<file path="config.mk">
export PLATFORM = sky130hd
export DESIGN_NAME = rs_enc_gf_mul
export DESIGN_NICKNAME = d
export VERILOG_FILES = /design/src/hw/rtl/rs_enc_pkg.sv /design/src/hw/rtl/rs_enc_gf_mul.sv
export SDC_FILE = /design/constraint.sdc
export NUM_CORES = 1
export LEC_CHECK = 0
export ABC_CLOCK_PERIOD_IN_PS = 6400
export BUFFER_PORTS_ARGS = -buffer_cell sky130_fd_sc_hd__buf_4
export CORE_MARGIN = 4
export CORE_UTILIZATION = 40
export DETAILED_ROUTE_END_ITERATION = 10
export PLACE_DENSITY = 0.65
export SLEW_MARGIN = 15
export SYNTH_ARGS = -nofsm -noshare
export SYNTH_HDL_FRONTEND = slang
export SYNTH_SLANG_ARGS = --single-unit
export TNS_END_PERCENT = 50
</file>
<file path="constraint.sdc">
create_clock -name vclk -period 6.4
set_input_delay 1.92 -clock vclk [all_inputs]
set_output_delay 1.92 -clock vclk [all_outputs]
set_load 0.02 [all_outputs]
</file>
<file path="src/hw/rtl/rs_enc_pkg.sv">
package rs_enc_pkg;

  localparam int unsigned SymWidth     = 10;
  localparam int unsigned MessageDepth = 512;
  localparam int unsigned CodeLength   = 1023;

  localparam logic [SymWidth-1:0] GfTop       = 10'h200;
  localparam logic [SymWidth-1:0] GfReduce    = 10'h009;
  localparam logic [SymWidth-1:0] LengthReset = 10'd512;

  typedef logic [SymWidth-1:0] sym_t;

  typedef enum logic [2:0] {
    ST_CLEAR,
    ST_IDLE,
    ST_POW,
    ST_MAC,
    ST_DONE
  } state_e;

  function automatic sym_t gf_times_alpha(input sym_t v);
    sym_t r;
    if ((v & GfTop) != '0) begin
      r = ((v ^ GfTop) << 1) ^ GfReduce;
    end else begin
      r = v << 1;
    end
    return r;
  endfunction

endpackage

</file>
<file path="src/hw/rtl/rs_enc_gf_mul.sv">
module rs_enc_gf_mul (
  input  rs_enc_pkg::sym_t a_i,
  input  rs_enc_pkg::sym_t b_i,
  output rs_enc_pkg::sym_t p_o
);

  always_comb begin
    rs_enc_pkg::sym_t acc;
    rs_enc_pkg::sym_t sh;
    acc = '0;
    sh  = a_i;
    for (int i = 0; i < int'(rs_enc_pkg::SymWidth); i++) begin
      if (b_i[i]) begin
        acc = acc ^ sh;
      end
      sh = rs_enc_pkg::gf_times_alpha(sh);
    end
    p_o = acc;
  end

endmodule

</file>
==> out/qor.yml, run 1 <==
pwr:
  total_power_w: 0.000318
  ir_worst_vdd_mv: 0.163
  p_leak_nw: 0.761
  power_density_nw_per_um2: 180
synth:
  ys_seq_area_share_pct: 0
  synth_top_cell_area_share_pct: 32.4
  synthTopCellsByArea: "xnor2_1, nand2_1, xor2_1"
  yosysMostFrequentCell: "nand2_1"
  ys_warn_count: 0
  ys_types: 26
  synth.cell_area_sq_um: 1570
  synthCells: 233
  synth_commonest_cells: "nand2_1, xnor2_1, xor2_1"
  avgSynthCellArea_sq_um: 6.74
  yosysTopAreaCell: "xnor2_1"
  synth_fp_nets: 253
final_layout:
  n_clock_buffer: 0
  final_layout_size_suffix_gt1_share_pct: 16.3
  fin_nets: 267
  fin_cells: 293
  area_growth_pct: 12.4
  antennaDiodeCount: 0
  fill_cells: 422
  final_util_pct: 47.5
  design.seq.count: 0
  multiInputGateArea_sq_um: 1460
  seqCellArea_sq_um: 0
global_route:
  gr-usage-all-layers_pct: 15.6
  grt_antenna_before_repair: 0
  grt_max_degree: 16
  grt-ovfl-total: 0
  grt_pass1_wl_mm: 6.53
  grt_pass1_vias: 1299
routing:
  viasPerCell: 4.87
  routed_wl_mm: 3.91
  ant_nets: 0
  drcViolationCount: 0
  drtPass1Iterations: 4
  wire_per_inst_um: 13.4
  drtIter0Drc: 75
  route.vias.total: 1427
sta:
  rsz0062_at_grt: "no"
  setup_viol: 0
  period_needed_ps: 5440
  drv_slew: 0
  slew_headroom_pct: 71.6
  fmax_ghz: 0.184
  setup_slack_ps: 965
  setup_tns_ps: 0
  finalCritPeriodShare_pct: 84.9
  finalHoldViolCount: 0
  worst_pin_slew_ps: 425
status:
  status: "completed"
worst_setup_path:
  cp.arrival_ps: 3520
  timing.critical_path.required_ps: 4480
  worst-path-max-fanout: 14
  crit_path_end_kind: "output port"
  worst_setup_path_start_kind: "input pin"
  critical_path_class: "input pin to output port"
floorplanning:
  die_y_um: 70.7
  die_w_um: 70.7
  core_sq_um: 3720
  die_area_sq_um: 4990
  start_util_pct: 42.3
  num_io_pins: 30
  fp-row-count: 22
placed_design:
  port_buffers: 30
  gp_congestion: 0.846
  dpl.cell_count: 293
  place_ws_ps: 979
  dp_hpwl_mm: 2.75
worst_hold_path:
  hold_class: "input pin to output port"
job:
  maxCapViolCount: 0
clock_network:
  cts.hold.buffers_added: 0
  cts_setup_buffers: 0
  cts_resized: 0
## metrics by stage
step / cell area (sq um) / hold slack (ps)
CTS: 1760 / 4450
detailed placement: 1760 / 4450
finish: 1760 / 4440
global route: 1760 / 4490
global placement: 1760 / 4440
floorplan: 1570 / 4300
## metal layers
layer | up-vias | track usage [%] | wire length, um
met2 | 27 | 26.7 | 1900
met4 | 0 | 1.25 | 23
met5 | - | 0 | 0
met1 | 664 | 22.7 | 1870
li1 | 734 | - | -
met3 | 2 | 0.426 | 120
## critical path, cell delays in order
cell	delay, ps
buf_4	190
xor2_1	240
nor2_1	90
a2111oi_2	320
xnor2_1	180
xnor3_1	410
buf_4	160
## power breakdown
group / leakage (nW) / switching [W] / total (W) / internal [W]
combinational: 0.761 / 0.000163 / 0.000318 / 0.000155
clock: 0 / 0 / 0 / 0
sequential: 0 / 0 / 0 / 0
## layout by cell type, fill, tap and decap left out, drive strengths merged
cell | Yosys | routed
mux2 | 2 | 2
a211oi | 1 | 1
a2111oi | 1 | 1
xnor2 | 60 | 60
nand2 | 90 | 90
inv | 4 | 4
a21oi | 2 | 2
a22oi | 1 | 1
o22ai | 3 | 3
nand2b | 2 | 2
o22a | 2 | 2
and3b | 1 | 1
mux2i | 7 | 7
xnor3 | 3 | 3
buf | 8 | 30
xor2 | 31 | 31
nor2 | 5 | 5
## area by class of cell
| class | count | area share [%] |
|---|---|---|
| tap | 48 | 3.40 |
| multi-input combinational | 211 | 83.0 |
| inverter | 4 | 0.851 |
| timing repair buffer | 30 | 12.8 |
## kinds of logic after synthesis
logic type / Yosys count / share of synthesized area [%]
compound gates: 10 / 4.86
xor+xnor: 94 / 58.2
buf+inv: 22 / 6.77
simple gates: 98 / 24.3
mux: 9 / 5.90
## path summary, 6_finish.rpt
| path | startpoint | end | slack [ps] | cells after the start |
|---|---|---|---|---|
| worst max-delay path | a_i[4] | p_o[3] | 960 | 7 |
| worst min-delay path | b_i[6] | p_o[1] | 4440 | 5 |
(Power assumes the default switching activity.)
==> run 2, diff against run 1 <==
--- a/config.mk
+++ b/config.mk
@@ -5,7 +5,7 @@
 export SDC_FILE = /design/constraint.sdc
 export NUM_CORES = 1
 export LEC_CHECK = 0
-export ABC_CLOCK_PERIOD_IN_PS = 6400
+export ABC_CLOCK_PERIOD_IN_PS = 5390
 export BUFFER_PORTS_ARGS = -buffer_cell sky130_fd_sc_hd__buf_4
 export CORE_MARGIN = 4
 export CORE_UTILIZATION = 40
==> constraint.sdc (replaced) <==
create_clock -name vclk -period 5.39
set_input_delay 1.617 -clock vclk [all_inputs]
set_output_delay 1.617 -clock vclk [all_outputs]
set_load 0.02 [all_outputs]
==> run 2 against run 1 <==
Effect of this change: combinational power increased by 19%; cell count increased by 0.34%; sequential share of layout area unchanged; first-iteration DRC count increased by 40%; wire length decreased by 0.36%; non-clock buffer count increased by 1; flip-flop and latch count unchanged; worst setup slack got worse by 370 ps; worst hold slack got worse by 610 ps; count of clock-buffer cells in the layout unchanged; cell area increased by 0.43%; utilization increased by 0.20 points; critical endpoint unchanged; highest routed layer is now met3.
==> out/qor.yml, run 2 (synthesized netlist as in run 1, its figures left out) <==
status:
  status: "completed"
clock_network:
  cts_setup_buffers: 0  # unchanged
  cts_resized: 0  # unchanged
  cts.hold.buffers_added: 0  # unchanged
routing:
  route.vias.total: 1423  # -0.28%
  ant_nets: 0  # unchanged
  wire_per_inst_um: 13.3  # -0.70%
  drtIter0Drc: 105  # +40%
  viasPerCell: 4.84  # -0.62%
  drcViolationCount: 0  # unchanged
  routed_wl_mm: 3.90  # -0.36%
  drtPass1Iterations: 4  # unchanged
sta:
  drv_slew: 0  # unchanged
  period_needed_ps: 4790
  slew_headroom_pct: 72.5  # +0.86 points
  setup_tns_ps: 0  # unchanged
  setup_viol: 0  # unchanged
  hold_ws_ps: 3830  # -613 ps
  rsz0062_at_grt: "no"
  finalHoldViolCount: 0  # unchanged
  fmax_ghz: 0.209
  finalCritPeriodShare_pct: 88.9
  worst_pin_slew_ps: 412  # -12.9 ps
pwr:
  p_leak_nw: 0.766  # +0.63%
  power_density_nw_per_um2: 215  # +19%
  total_power_w: 0.000380  # +19%
  ir_worst_vdd_mv: 0.188  # +15%
final_layout:
  final_area_sq_um: 1770  # +0.43%
  final_layout_size_suffix_gt1_share_pct: 16.7  # +0.34 points
  fill_cells: 396  # -6.2%
  final_util_pct: 47.7  # +0.20 points
  fin_nets: 268  # +0.37%
  n_clock_buffer: 0  # unchanged
  antennaDiodeCount: 0  # unchanged
  design.seq.count: 0  # unchanged
  mostFrequentLayoutCells: "nand2_1, xnor2_1, buf_4"
  area_growth_pct: 12.8
  seqCellArea_sq_um: 0  # unchanged
  mostFrequentLayoutCell: "nand2_1"
placed_design:
  placed_area_sq_um: 1770  # +0.43%
  port_buffers: 30  # unchanged
  dp_hpwl_mm: 2.86  # +3.9%
  gp_congestion: 0.815  # -3.7%
global_route:
  grt_pass1_vias: 1396  # +7.5%
  grt_antenna_before_repair: 0  # unchanged
  grt-ovfl-total: 0  # unchanged
  gr-usage-all-layers_pct: 16.5  # +0.89 points
  grt_max_degree: 16  # unchanged
  grt_pass1_wl_mm: 6.91  # +5.9%
floorplanning:
  num_io_pins: 30  # unchanged
  core_sq_um: 3720  # unchanged
  die_y_um: 70.7  # unchanged
  start_util_pct: 42.3  # unchanged
  die_area_sq_um: 4990  # unchanged
  die_w_um: 70.7  # unchanged
  fp-row-count: 22  # unchanged
worst_setup_path:
  timing.critical_path.required_ps: 3770  # -710 ps
  worst_setup_path_start_kind: "input pin"
  slowest_delay_ps: 400  # about the same
  critPathSlowestCell: "xnor3_1"
  worst-path-max-fanout: 14  # unchanged
  crit_chain: "buf_4 > xor2_1 > nor2_1 > a2111oi_2 > xnor2_1 > xnor3_1 > buf_4"
  critical_path_class: "input pin to output port"
  critical-path-top-cell-by-count: "buf_4"
  cp.arrival_ps: 3180  # -340 ps
  crit_path_end_kind: "output port"
worst_hold_path:
  min_path_cells: 5  # unchanged
  hold_class: "input pin to output port"
job:
  maxCapViolCount: 0  # unchanged
run 2: cell types whose count changed in the layout (fill, tap and decap cells not counted):
| cell | before | now |
|---|---|---|
| buf_4 | 30 | 31 |
run 2: final timing paths:
path / start / end / slack, ps
worst max-delay path: a_i[4] / p_o[3] / 600
worst min-delay path: b_i[9] / p_o[9] / 3830
run 2: worst max-delay path, delay by kind of cell:
family,cells,cell delay [ps]
AO/OA/AOI/OAI,1,310
AND/OR/NAND/NOR,1,90
buffers and inverters,2,350
XOR/XNOR,3,800
run 2: report_power, final:
part	leakage, nW	internal (W)	total (W)	switching (W)
clock	0	0	0	0
sequential	0	0	0	0
combinational	0.766	0.000185	0.000380	0.000195
run 2: cell type report:
cell class / instances / area (sq um) / share of cell area, %
Multi-Input combinational cell: 211 / 1460 / 82.6
Tap cell: 48 / 60.1 / 3.39
Inverter: 4 / 15.0 / 0.847
Timing Repair Buffer: 31 / 233 / 13.1
run 2: through the flow:
stage / cells / worst slack [ps]
4_1_cts: 294 / 594
3_5_place_dp: 294 / 592
2_1_floorplan: 233 / 782
6_report: 294 / 597
5_1_grt: 294 / 468
3_3_place_gp: 294 / 608
run 2: layer usage:
| layer | vias up | global-route usage (%) | routed length [um] |
|---|---|---|---|
| li1 | 737 | - | - |
| met1 | 642 | 24.8 | 1810 |
| met2 | 44 | 27.1 | 1880 |
| met3 | 0 | 0.284 | 201 |
| met4 | 0 | 1.88 | 0 |
| met5 | - | 0 | 0 |
